File: src/rtl/grpd_pkg.sv
// Package for the gated ratio peak detector.
// Holds widths, configuration register indexes and the shared structs.
// No dependencies.
package grpd_pkg;

    localparam int SAMPLE_W = 16;
    localparam int INDEX_W  = 13;
    localparam int COUNT_W  = 13;
    localparam int RATIO_W  = 16;
    localparam int CFG_IDX_W = 2;
    localparam int CFG_DATA_W = 16;
    localparam int WIN_DEPTH = 4;

    localparam logic [CFG_IDX_W-1:0] CFG_GATE_START = 2'd0;
    localparam logic [CFG_IDX_W-1:0] CFG_GATE_END   = 2'd1;
    localparam logic [CFG_IDX_W-1:0] CFG_RATIO      = 2'd2;

    localparam logic [INDEX_W-1:0]  GATE_MIN       = 13'd2;
    localparam logic [INDEX_W-1:0]  GATE_END_RST   = 13'd8191;
    localparam logic [RATIO_W-1:0]  RATIO_RST      = 16'd512;
    localparam logic [COUNT_W-1:0]  COUNT_MAX      = 13'd8191;
    localparam logic [SAMPLE_W-1:0] MIN_RST        = 16'hFFFF;

    typedef struct packed {
        logic [INDEX_W-1:0] gate_start;
        logic [INDEX_W-1:0] gate_end;
        logic [RATIO_W-1:0] ratio;
    } t_cfg;

    typedef struct packed {
        logic                peak;
        logic [INDEX_W-1:0]  center;
        logic [SAMPLE_W-1:0] amp;
        logic [SAMPLE_W-1:0] new_min;
    } t_test;

endpackage

File: src/rtl/grpd_peak_test.sv
// Peak test on the centre of the five-sample window.
// Gate check, neighbor compares, running minimum and ratio test.
// Depends on grpd_pkg.
module grpd_peak_test (
    input  grpd_pkg::t_cfg                  i_cfg,
    input  logic [grpd_pkg::SAMPLE_W-1:0]   i_win [grpd_pkg::WIN_DEPTH],
    input  logic [grpd_pkg::SAMPLE_W-1:0]   i_sample,
    input  logic [grpd_pkg::INDEX_W-1:0]    i_index,
    input  logic [grpd_pkg::SAMPLE_W-1:0]   i_min,
    output grpd_pkg::t_test                 o_test
);

    logic                                         have_center;
    logic [grpd_pkg::INDEX_W-1:0]                 center;
    logic [grpd_pkg::INDEX_W-1:0]                 lo;
    logic [grpd_pkg::SAMPLE_W-1:0]                amp;
    logic [grpd_pkg::SAMPLE_W-1:0]                min_upd;
    logic [grpd_pkg::SAMPLE_W+grpd_pkg::RATIO_W-1:0] lhs;
    logic [grpd_pkg::SAMPLE_W+grpd_pkg::RATIO_W-1:0] rhs;
    logic                                         in_gate;
    logic                                         is_max;

    assign have_center = (i_index >= grpd_pkg::GATE_MIN);
    assign center      = i_index - grpd_pkg::GATE_MIN;
    assign amp         = i_win[1];
    assign lo          = (i_cfg.gate_start < grpd_pkg::GATE_MIN) ? grpd_pkg::GATE_MIN
                                                                 : i_cfg.gate_start;
    assign min_upd     = (have_center && (amp < i_min)) ? amp : i_min;

    // centre * 256 against ratio (Q8.8) * minimum
    assign lhs = {8'd0, amp, 8'd0};
    assign rhs = {{grpd_pkg::SAMPLE_W{1'b0}}, i_cfg.ratio} *
                 {{grpd_pkg::RATIO_W{1'b0}}, min_upd};

    assign in_gate = (center >= lo) && (center < i_cfg.gate_end);
    assign is_max  = (amp > i_win[3]) && (amp > i_sample) &&
                     (amp >= i_win[0]) && (amp >= i_win[2]);

    assign o_test.peak    = have_center && in_gate && is_max && (lhs > rhs);
    assign o_test.center  = center;
    assign o_test.amp     = amp;
    assign o_test.new_min = min_upd;

endmodule

File: src/rtl/gated_ratio_peak_detector.sv
// Gated ratio peak detector top level.
// Depends on grpd_pkg and grpd_peak_test.
//
// Usage:
// - Input channel (i_in_valid / o_in_ready): one echo sample per transaction,
//   i_last marks the final sample of a frame.
// - Output channel (o_out_valid / i_out_ready): one result transaction when
//   the centre sample two back is a peak inside the gate, when the sample
//   is the frame's last, or both. Other samples produce nothing.
// - Config port: i_cfg_we writes i_cfg_data to register i_cfg_index
//   (0 gate_start, 1 gate_end, 2 ratio_threshold) in the same cycle.
// Timing: the result is registered and appears in the cycle after the sample is accepted.
// Throughput is one sample per cycle while the output is not stalled; the whole test (compares and one
// 16x16 multiply) sits between the state registers and the result register.
// Stall: o_in_ready is high while the result register is empty or being
// taken, so a stalled receiver holds off input only while a result waits.
// Reset: synchronous, active low; clears the window, sample index, count,
// sets the running minimum to all ones and the registers to 2, 8191, 512.
// After a last sample the frame state returns to those values.
module gated_ratio_peak_detector (
    input  logic                            i_clk,
    input  logic                            i_rst_n,
    input  logic                            i_cfg_we,
    input  logic [grpd_pkg::CFG_IDX_W-1:0]  i_cfg_index,
    input  logic [grpd_pkg::CFG_DATA_W-1:0] i_cfg_data,
    input  logic                            i_in_valid,
    output logic                            o_in_ready,
    input  logic [grpd_pkg::SAMPLE_W-1:0]   i_sample,
    input  logic                            i_last,
    output logic                            o_out_valid,
    input  logic                            i_out_ready,
    output logic                            o_peak_valid,
    output logic [grpd_pkg::INDEX_W-1:0]    o_peak_index,
    output logic [grpd_pkg::SAMPLE_W-1:0]   o_peak_amplitude,
    output logic                            o_frame_done,
    output logic [grpd_pkg::COUNT_W-1:0]    o_peak_count
);

    grpd_pkg::t_cfg                  r_cfg;
    logic [grpd_pkg::SAMPLE_W-1:0]   r_win [grpd_pkg::WIN_DEPTH];
    logic [grpd_pkg::INDEX_W-1:0]    r_index;
    logic [grpd_pkg::SAMPLE_W-1:0]   r_min;
    logic [grpd_pkg::COUNT_W-1:0]    r_count;
    logic                            r_out_valid;
    logic                            r_peak_valid;
    logic [grpd_pkg::INDEX_W-1:0]    r_peak_index;
    logic [grpd_pkg::SAMPLE_W-1:0]   r_peak_amp;
    logic                            r_frame_done;
    logic [grpd_pkg::COUNT_W-1:0]    r_peak_count;

    grpd_pkg::t_test                 test;
    logic                            accept;
    logic                            emit;
    logic [grpd_pkg::COUNT_W-1:0]    n_count;

    grpd_peak_test u_test (
        .i_cfg    (r_cfg),
        .i_win    (r_win),
        .i_sample (i_sample),
        .i_index  (r_index),
        .i_min    (r_min),
        .o_test   (test)
    );

    assign o_in_ready = !r_out_valid || i_out_ready;
    assign accept     = i_in_valid && o_in_ready;
    assign emit       = test.peak || i_last;
    assign n_count    = (test.peak && (r_count != grpd_pkg::COUNT_MAX)) ? r_count + 1'b1
                                                                        : r_count;

    always_ff @(posedge i_clk) begin
        if (!i_rst_n) begin
            r_cfg.gate_start <= grpd_pkg::GATE_MIN;
            r_cfg.gate_end   <= grpd_pkg::GATE_END_RST;
            r_cfg.ratio      <= grpd_pkg::RATIO_RST;
        end else if (i_cfg_we) begin
            unique case (i_cfg_index)
                grpd_pkg::CFG_GATE_START: begin
                    r_cfg.gate_start <= i_cfg_data[grpd_pkg::INDEX_W-1:0];
                end
                grpd_pkg::CFG_GATE_END: begin
                    r_cfg.gate_end <= i_cfg_data[grpd_pkg::INDEX_W-1:0];
                end
                grpd_pkg::CFG_RATIO: begin
                    r_cfg.ratio <= i_cfg_data[grpd_pkg::RATIO_W-1:0];
                end
                default: begin
                end
            endcase
        end
    end

    always_ff @(posedge i_clk) begin
        if (!i_rst_n) begin
            for (int k = 0; k < grpd_pkg::WIN_DEPTH; k++) begin
                r_win[k] <= '0;
            end
            r_index <= '0;
            r_min   <= grpd_pkg::MIN_RST;
            r_count <= '0;
        end else if (accept) begin
            if (i_last) begin
                for (int k = 0; k < grpd_pkg::WIN_DEPTH; k++) begin
                    r_win[k] <= '0;
                end
                r_index <= '0;
                r_min   <= grpd_pkg::MIN_RST;
                r_count <= '0;
            end else begin
                r_win[3] <= r_win[2];
                r_win[2] <= r_win[1];
                r_win[1] <= r_win[0];
                r_win[0] <= i_sample;
                r_index  <= r_index + 1'b1;  // wraps at the frame limit
                r_min    <= test.new_min;
                r_count  <= n_count;
            end
        end
    end

    always_ff @(posedge i_clk) begin
        if (!i_rst_n) begin
            r_out_valid <= 1'b0;
        end else if (accept) begin
            r_out_valid <= emit;
        end else if (i_out_ready) begin
            r_out_valid <= 1'b0;
        end
    end

    always_ff @(posedge i_clk) begin
        if (accept && emit) begin
            r_peak_valid <= test.peak;
            r_peak_index <= test.peak ? test.center : '0;
            r_peak_amp   <= test.peak ? test.amp : '0;
            r_frame_done <= i_last;
            r_peak_count <= n_count;
        end
    end

    assign o_out_valid      = r_out_valid;
    assign o_peak_valid     = r_peak_valid;
    assign o_peak_index     = r_peak_index;
    assign o_peak_amplitude = r_peak_amp;
    assign o_frame_done     = r_frame_done;
    assign o_peak_count     = r_peak_count;

endmodule

File: config.mk
export PLATFORM = sky130hd
export DESIGN_NAME = gated_ratio_peak_detector
export DESIGN_NICKNAME = d
export VERILOG_FILES = /design/src/rtl/grpd_pkg.sv /design/src/rtl/grpd_peak_test.sv /design/src/rtl/gated_ratio_peak_detector.sv
export SDC_FILE = /design/constraint.sdc
export NUM_CORES = 1
export LEC_CHECK = 0
export ABC_AREA = 1
export ABC_CLOCK_PERIOD_IN_PS = 11200
export BUFFER_PORTS_ARGS = -buffer_cell sky130_fd_sc_hd__buf_2
export CORE_MARGIN = 5
export CORE_UTILIZATION = 51
export CTS_CLUSTER_SIZE = 16
export DETAILED_ROUTE_END_ITERATION = 16
export PLACE_DENSITY = 0.71
export RECOVER_POWER = 100
export SLEW_MARGIN = 10
export SYNTH_ARGS = -nofsm -noshare
export SYNTH_HDL_FRONTEND = slang
export SYNTH_SLANG_ARGS = --single-unit
File: constraint.sdc
create_clock -name i_clk -period 11.2 [get_ports i_clk]
set_input_delay 1.68 -clock i_clk [delete_from_list [all_inputs] [get_ports i_clk]]
set_output_delay 1.68 -clock i_clk [all_outputs]
set_load 0.03 [all_outputs]
==> impl_metrics.env, run 1 <==
export IMPL_worst_skew_pair_late_latency_ns=0.46
export IMPL_post_cts_setup_buffer_count=0
export IMPL_antenna_cells_inserted=0
export IMPL_area_of_the_mapped_netlist_um2=19700
export IMPL_critPathSlowestCell="dfxtp_1"
export IMPL_worstSetupStartpoint="r_win[47]$_SDFFE_PN0P_"
export IMPL_capturing_point_of_the_worst_reg2reg_path="r_count[8]$_SDFFE_PN0P_"
export IMPL_power_per_cell_area_nw_per_um2=234
export IMPL_number_of_antenna_violations_at_the_first_check_in_global_routing=1
export IMPL_largest_family_of_logic_cells_by_synthesized_area="adder cells"
export IMPL_timing_final_setup_violations=0
export IMPL_rsz0062_at_grt="no"
export IMPL_ios=86
export IMPL_rows=72
export IMPL_net_count_of_the_mapped_netlist=3107
export IMPL_fin_clk_skew_ns=0.0137
export IMPL_final_worst_path_period_share=0.913
export IMPL_route_antenna_remaining_nets=0
export IMPL_synth_enable_flop_cells=44
export IMPL_leakagePower_nw=10.6
export IMPL_grt_start_max_net_pins=110
export IMPL_post_synth_cell_area_avg_um2=7.45
export IMPL_synth_fa_ha_area_frac=0.343
export IMPL_synthFlopType="dfxtp_1"
export IMPL_topRoutingLayerUsed="met4"
export IMPL_ys_warnings_count=0
export IMPL_largest_fanout_of_any_net_on_the_critical_path=31
export IMPL_global_placer_s_final_weighted_congestion=0.952
export IMPL_slew_limit_headroom=-1.46
export IMPL_async_reset_ff_frac=0
export IMPL_final_area_um2=21300
export IMPL_most_common_layout_cells="nand2_1, inv_1, nor2_1"
export IMPL_timing_hold_violations_final=0
export IMPL_max_slew_worst_pin_slew_ns=3.69
export IMPL_cts_clk_slew_worst_paths_ns=0.08
export IMPL_cts_bufs_inserted=17
export IMPL_worst_setup_path_type="flop to flop"
export IMPL_drt_first_pass_iters=5
export IMPL_detail_route_drc_violations=0
export IMPL_grt_usage=0.270
export IMPL_post_synth_num_cell_types=48
export IMPL_wl_met2_um=25000
export IMPL_slew_viol_final=125
export IMPL_worstHoldPathType="flop to flop"
export IMPL_ctsHtreeMaxLevel=4
export IMPL_viasPerCell=5.31
export IMPL_syn2layout_area_growth_pct=7.93
export IMPL_synthMuxAreaShare=0
export IMPL_ys_seq_elements=193
export IMPL_crit_arrival_ns=10.39
export IMPL_worst_vdd_drop_v=0.000188
export IMPL_failed_checks="capacitance limit, slew limit"
export IMPL_placeableCoreArea_um2=38500
export IMPL_layout_commonest_cell="nand2_1"
export IMPL_endpoint="r_count[8]$_SDFFE_PN0P_"
export IMPL_netlist_instances=2644
export IMPL_wl_met3_um=4860
export IMPL_wire_length_of_the_first_global_routing_pass_um=90100
export IMPL_instances_no_fill=3235
export IMPL_dp_hpwl_um=44900
export IMPL_cts_repair_resized=0
export IMPL_initial_core_util=0.512
export IMPL_io_buffer_count=85
export IMPL_route_vias_total=17200
export IMPL_outcome="finished with violations"
export IMPL_die_height_um=207
export IMPL_tritoncts="built"
export IMPL_drt_initial_drc_count=1384
export IMPL_grt_overflow_total=0
export IMPL_endpoint_kind="flop"
export IMPL_synth_xor_area_share=0.0120
export IMPL_synth_simple_gate_area_frac=0.216
export IMPL_nets=3167
export IMPL_final_layout_size_suffix_gt1_frac=0.0526
export IMPL_wl_met1_um=23500
export IMPL_post_route_min_period_ns=10.23
export IMPL_cts_hold_fix_buffers=0
export IMPL_r2r_cells=45
export IMPL_synth_compound_area_frac=0.0914
export IMPL_final_setup_tns_ns=0
export IMPL_cp_data_required_time_ns=11.36
export IMPL_place_inst=3203
export IMPL_wirelength_um=56000
export IMPL_via_count_of_the_first_global_routing_pass=17200
export IMPL_path_common_cell="nand2_1"
export IMPL_worst_path_largest_cell_delay_ns=0.63
export IMPL_setup_reg_to_reg_worst_slack_ns=0.97
export IMPL_max_freq_mhz=97.8
export IMPL_max_clock_path_buffers=2
export IMPL_die_area_um2=42700
export IMPL_place_area_um2=20800
export IMPL_drv_cap=2
export IMPL_dieWidth_um=207
export IMPL_worst_r2r_startpoint="r_win[47]$_SDFFE_PN0P_"
export IMPL_startpoint_type="flop"
export IMPL_clock_root_buffer="clkbuf_16"
export IMPL_clkSinkCount=193
export IMPL_ys_seq_area_frac=0.218
export IMPL_avgRoutedWirePerCell_um=17.3
through the flow:
| step | power [mW] | utilization | hold slack [ns] | setup WS, ns |
|---|---|---|---|---|
| 5_1_grt | 5.45 | 0.553 | 0.479 | 0.0710 |
| 3_5_place_dp | 4.35 | 0.540 | 0.457 | 1.10 |
| 6_report | 4.97 | 0.553 | 0.466 | 0.974 |
| 3_3_place_gp | 4.33 | 0.540 | 0.450 | 1.25 |
| 4_1_cts | 4.98 | 0.555 | 0.469 | 1.09 |
| 2_1_floorplan | 3.23 | - | 0.430 | 2.02 |
critical path, delay by kind of cell (launching register included):
family / cells / cell delay (ns)
DFF: 1 / 0.63
adders and majority gates: 9 / 4.20
xor gates and xnor gates: 1 / 0.12
and+or+nand+nor: 21 / 3.31
buffers and inverters: 8 / 0.87
AOI/OAI and AO/OA: 6 / 0.76
kinds of logic after synthesis:
logic type | after synthesis
adders and majority gates | 423
buffers and inverters | 624
AOI/OAI and AO/OA | 337
DFF | 193
xor gates and xnor gates | 27
and+or+nand+nor | 1040
final cells by class:
cell class | instances | area (um2)
clock buffers | 17 | 425
repair buffers | 118 | 619
flip-flops and latches | 193 | 4300
clock inverters | 15 | 166
well taps | 518 | 648
multi-input cells | 1827 | 13000
fillers | 3704 | 17200
inverters | 547 | 2060
layer usage:
metal / track usage / vias up
li1: - / 8293
met1: 0.358 / 8105
met2: 0.422 / 657
met3: 0.0644 / 136
met4: 0.119 / 0
met5: 0 / -
registers in the layout, indices dropped and copies added (netlist names):
signal,count
o_frame_done,1
o_peak_amplitude,16
o_out_valid,1
o_peak_count,13
o_peak_index,13
r_win,64
r_cfg,42
r_count,13
r_min,16
o_peak_valid,1
r_index,13
worst min path at each step:
stage	start	slack, ns	cells past startpoint	endpoint
finish	r_win[3]$_SDFFE_PN0P_	0.47	2	r_win[3]$_SDFFE_PN0P_
global route	r_win[4]$_SDFFE_PN0P_	0.48	2	r_win[4]$_SDFFE_PN0P_
CTS	r_win[8]$_SDFFE_PN0P_	0.47	2	r_win[8]$_SDFFE_PN0P_
detailed placement	r_win[3]$_SDFFE_PN0P_	0.46	2	r_win[3]$_SDFFE_PN0P_
global placement	r_min[6]$_SDFFE_PN1P_	0.45	2	r_min[6]$_SDFFE_PN1P_
floorplan	r_cfg[29]$_SDFFE_PN0P_	0.43	2	r_cfg[29]$_SDFFE_PN0P_
cells in the mapped netlist, types with 2 or more instances:
| library cell | number | share of area |
|---|---|---|
| dfxtp_1 | 149 | 0.15 |
| o21bai_1 | 3 | 0.0011 |
| nor3_1 | 19 | 0.0048 |
| o21ai_1 | 11 | 0.0028 |
| inv_1 | 535 | 0.10 |
| xnor2_1 | 13 | 0.0058 |
| ha_1 | 229 | 0.15 |
| clkinv_1 | 8 | 0.0015 |
| nor2_1 | 238 | 0.045 |
| xor2_1 | 14 | 0.0062 |
| nor4_1 | 3 | 0.00095 |
| inv_2 | 3 | 0.00057 |
| and2_1 | 11 | 0.0035 |
| o21ai_2 | 3 | 0.0013 |
| nand4_1 | 27 | 0.0086 |
| nand3_2 | 4 | 0.0020 |
| nor2_4 | 2 | 0.0011 |
| clkbuf_1 | 65 | 0.012 |
| o21ai_0 | 70 | 0.018 |
| buf_2 | 8 | 0.0020 |
| a211oi_1 | 2 | 0.00076 |
| a31oi_1 | 6 | 0.0019 |
| fa_1 | 194 | 0.20 |
| nand2_2 | 10 | 0.0032 |
| o21a_1 | 6 | 0.0023 |
| nand3_1 | 66 | 0.017 |
| nor2_2 | 14 | 0.0044 |
| o211ai_1 | 17 | 0.0065 |
| nand2_1 | 638 | 0.12 |
| buf_1 | 4 | 0.00076 |
| edfxtp_1 | 44 | 0.067 |
| a21oi_1 | 211 | 0.054 |
| o31ai_1 | 2 | 0.00076 |
power breakdown:
part           switching, mW  total [mW]  internal (mW)
logic                   2.41        3.62           1.21
clock network          0.306       0.605          0.299
registers             0.0230       0.754          0.731
(Power assumes the default switching activity.)
==> run 2, diff against run 1 <==
- CORE_MARGIN: 5 -> default
- MAX_ROUTING_LAYER: default -> met4
==> run 2 against run 1 <==
Effect of this change:
- via count increased by 0.44%
- die area fell by 7.6%
- largest cell class unchanged
- fmax fell by 1.8%
- final area is 0.10% higher
- critical endpoint is now o_peak_amplitude[2]$_SDFFCE_PN0P_
- the flow still finishes with violations (capacitance limit, slew limit)
- utilization up 0.97 points
- register-to-register slack worse by 0.19 ns
- setup slack worse by 0.19 ns
- hold slack got worse by 0.0017 ns
- wire length about the same
- combinational power decreased by 2%
==> impl_metrics.env, run 2 (synthesis gave the netlist of run 1 again) <==
export IMPL_outcome="finished with violations"
export IMPL_failed_checks="capacitance limit, slew limit"
export IMPL_startpoint_type="flop"
export IMPL_final_area_um2=21300
export IMPL_max_freq_mhz=96.0
export IMPL_largest_registers="r_win: 64 flops, r_cfg: 42 flops"
export IMPL_placeableCoreArea_um2=37800
export IMPL_fin_clk_skew_ns=0.0131
export IMPL_max_clock_path_buffers=2
export IMPL_power_frac_seq=0.152
export IMPL_path_common_cell="nand2_1"
export IMPL_timing_final_setup_violations=0
export IMPL_worst_r2r_startpoint="r_win[47]$_SDFFE_PN0P_"
export IMPL_drv_cap=2
export IMPL_leakagePower_nw=10.5
export IMPL_worst_path_largest_cell_delay_ns=0.64
export IMPL_power_per_cell_area_nw_per_um2=233
export IMPL_switching_component_of_the_power_mw=2.68
export IMPL_largest_register_ffs=64
export IMPL_slew_viol_final=125
export IMPL_timing_hold_violations_final=0
export IMPL_r2r_cells=43
export IMPL_io_buffer_count=85
export IMPL_grt_usage=0.306
export IMPL_finalHoldWorstSlack_ns=0.464
export IMPL_cts_clk_slew_worst_paths_ns=0.07
export IMPL_worst_vdd_drop_v=0.000190
export IMPL_gate_family_responsible_for_the_most_delay_along_the_worst_path="adder cells"
export IMPL_nets=3166
export IMPL_capturing_point_of_the_worst_reg2reg_path="o_peak_amplitude[2]$_SDFFCE_PN0P_"
export IMPL_grt_start_max_net_pins=106
export IMPL_syn2layout_area_growth_pct=8.04
export IMPL_die_height_um=199
export IMPL_setup_reg_to_reg_worst_slack_ns=0.78
export IMPL_clkSinkCount=193
export IMPL_worst_skew_pair_late_latency_ns=0.45
export IMPL_fill_cells=3614
export IMPL_dp_hpwl_um=43800
export IMPL_global_placer_s_final_weighted_congestion=0.988
export IMPL_hold_path_startpoint="r_win[8]$_SDFFE_PN0P_"
export IMPL_finalWorstSetupSlack_ns=0.782
export IMPL_number_of_antenna_violations_at_the_first_check_in_global_routing=0
export IMPL_ctsHtreeMaxLevel=4
export IMPL_initial_core_util=0.521
export IMPL_wirelength_um=56100
export IMPL_worst_setup_path_type="flop to flop"
export IMPL_cp_data_required_time_ns=11.35
export IMPL_cts_hold_fix_buffers=0
export IMPL_max_slew_worst_pin_slew_ns=3.73
export IMPL_rsz0062_at_grt="no"
export IMPL_critPathSlowestCell="dfxtp_1"
export IMPL_ios=86
export IMPL_power_frac_clock=0.130
export IMPL_antenna_cells_inserted=0
export IMPL_drt_initial_drc_count=1233
export IMPL_final_setup_tns_ns=0
export IMPL_holdPathStages=2
export IMPL_final_layout_size_suffix_gt1_frac=0.0530
export IMPL_avgRoutedWirePerCell_um=17.4
export IMPL_power_total_mw=4.95
export IMPL_grt_overflow_total=0
export IMPL_p_int_mw=2.28
export IMPL_wire_length_of_the_first_global_routing_pass_um=90200
export IMPL_post_route_min_period_ns=10.42
export IMPL_post_cts_setup_buffer_count=0
export IMPL_top_register="r_win"
export IMPL_layout_commonest_cell="nand2_1"
export IMPL_tritoncts="built"
export IMPL_largest_fanout_of_any_net_on_the_critical_path=31
export IMPL_dieWidth_um=199
export IMPL_crit_arrival_ns=10.57
export IMPL_cts_bufs_inserted=17
export IMPL_detail_route_drc_violations=0
export IMPL_rows=71
export IMPL_die_area_um2=39400
export IMPL_critPathBufInv=7
export IMPL_most_common_layout_cells="nand2_1, inv_1, nor2_1"
export IMPL_worstSetupStartpoint="r_win[47]$_SDFFE_PN0P_"
export IMPL_place_worst_setup_slack_ns=0.715
export IMPL_via_count_of_the_first_global_routing_pass=17300
export IMPL_place_area_um2=20700
export IMPL_slew_limit_headroom=-1.49
export IMPL_hold_crit_endpoint="r_win[8]$_SDFFE_PN0P_"
export IMPL_final_worst_path_period_share=0.930
export IMPL_route_antenna_remaining_nets=0
export IMPL_endpoint_kind="flop"
export IMPL_cts_repair_resized=0
export IMPL_p_sw_frac=0.540
export IMPL_clock_root_buffer="clkbuf_16"
export IMPL_route_vias_total=17300
export IMPL_worstHoldPathType="flop to flop"
export IMPL_power_frac_comb=0.717
export IMPL_drt_first_pass_iters=6
export IMPL_viasPerCell=5.35
run 2: stage by stage:
step | utilization | cells
4_1_cts | 0.564 | 3227
6_report | 0.562 | 3227
5_1_grt | 0.562 | 3227
3_5_place_dp | 0.548 | 3195
3_3_place_gp | 0.548 | 3195
2_1_floorplan | - | 2644
run 2: how the worst max path moves through the flow:
stage	to	slack [ns]	cells past startpoint
final	o_peak_amplitude[2]$_SDFFCE_PN0P_	0.78	43
after global routing	o_peak_amplitude[2]$_SDFFCE_PN0P_	0.05	44
after CTS	o_peak_amplitude[6]$_SDFFCE_PN0P_	0.65	46
after detailed placement	o_peak_amplitude[0]$_SDFFCE_PN0P_	0.71	46
after global placement	o_peak_amplitude[2]$_SDFFCE_PN0P_	0.86	45
after floorplan	o_frame_done$_DFFE_PP_	2.02	43
run 2: power groups by stage:
stage / logic (mW) / registers [mW] / clock network, mW
floorplan: 2.46 / 0.768 / 0
global placement: 3.44 / 0.769 / 0
detailed placement: 3.47 / 0.769 / 0
CTS: 3.51 / 0.753 / 0.652
global route: 3.95 / 0.756 / 0.680
finish: 3.55 / 0.755 / 0.645
run 2: area by class of cell:
type	count	area, um2	share of cell area
clock buffers	20	489	0.0230
clock inverters	12	133	0.00623
inverters	547	2070	0.0971
multi-input cells	1827	13000	0.613
flip-flops and latches	193	4300	0.202
well taps	511	639	0.0300
repair buffers	117	612	0.0287
run 2: routing by layer:
metal,vias up,track usage,part of all wire
met4,0,0.108,0.037
met5,-,-,0
met2,680,0.486,0.46
met3,129,0.0507,0.076
met1,8163,0.395,0.43
li1,8294,-,-
run 2: tightest hold or removal path, delay by kind of cell (launching register included):
family	cells	cell delay, ns
DFF	1	0.31
and+or+nand+nor	1	0.06
AOI/OAI and AO/OA	1	0.05
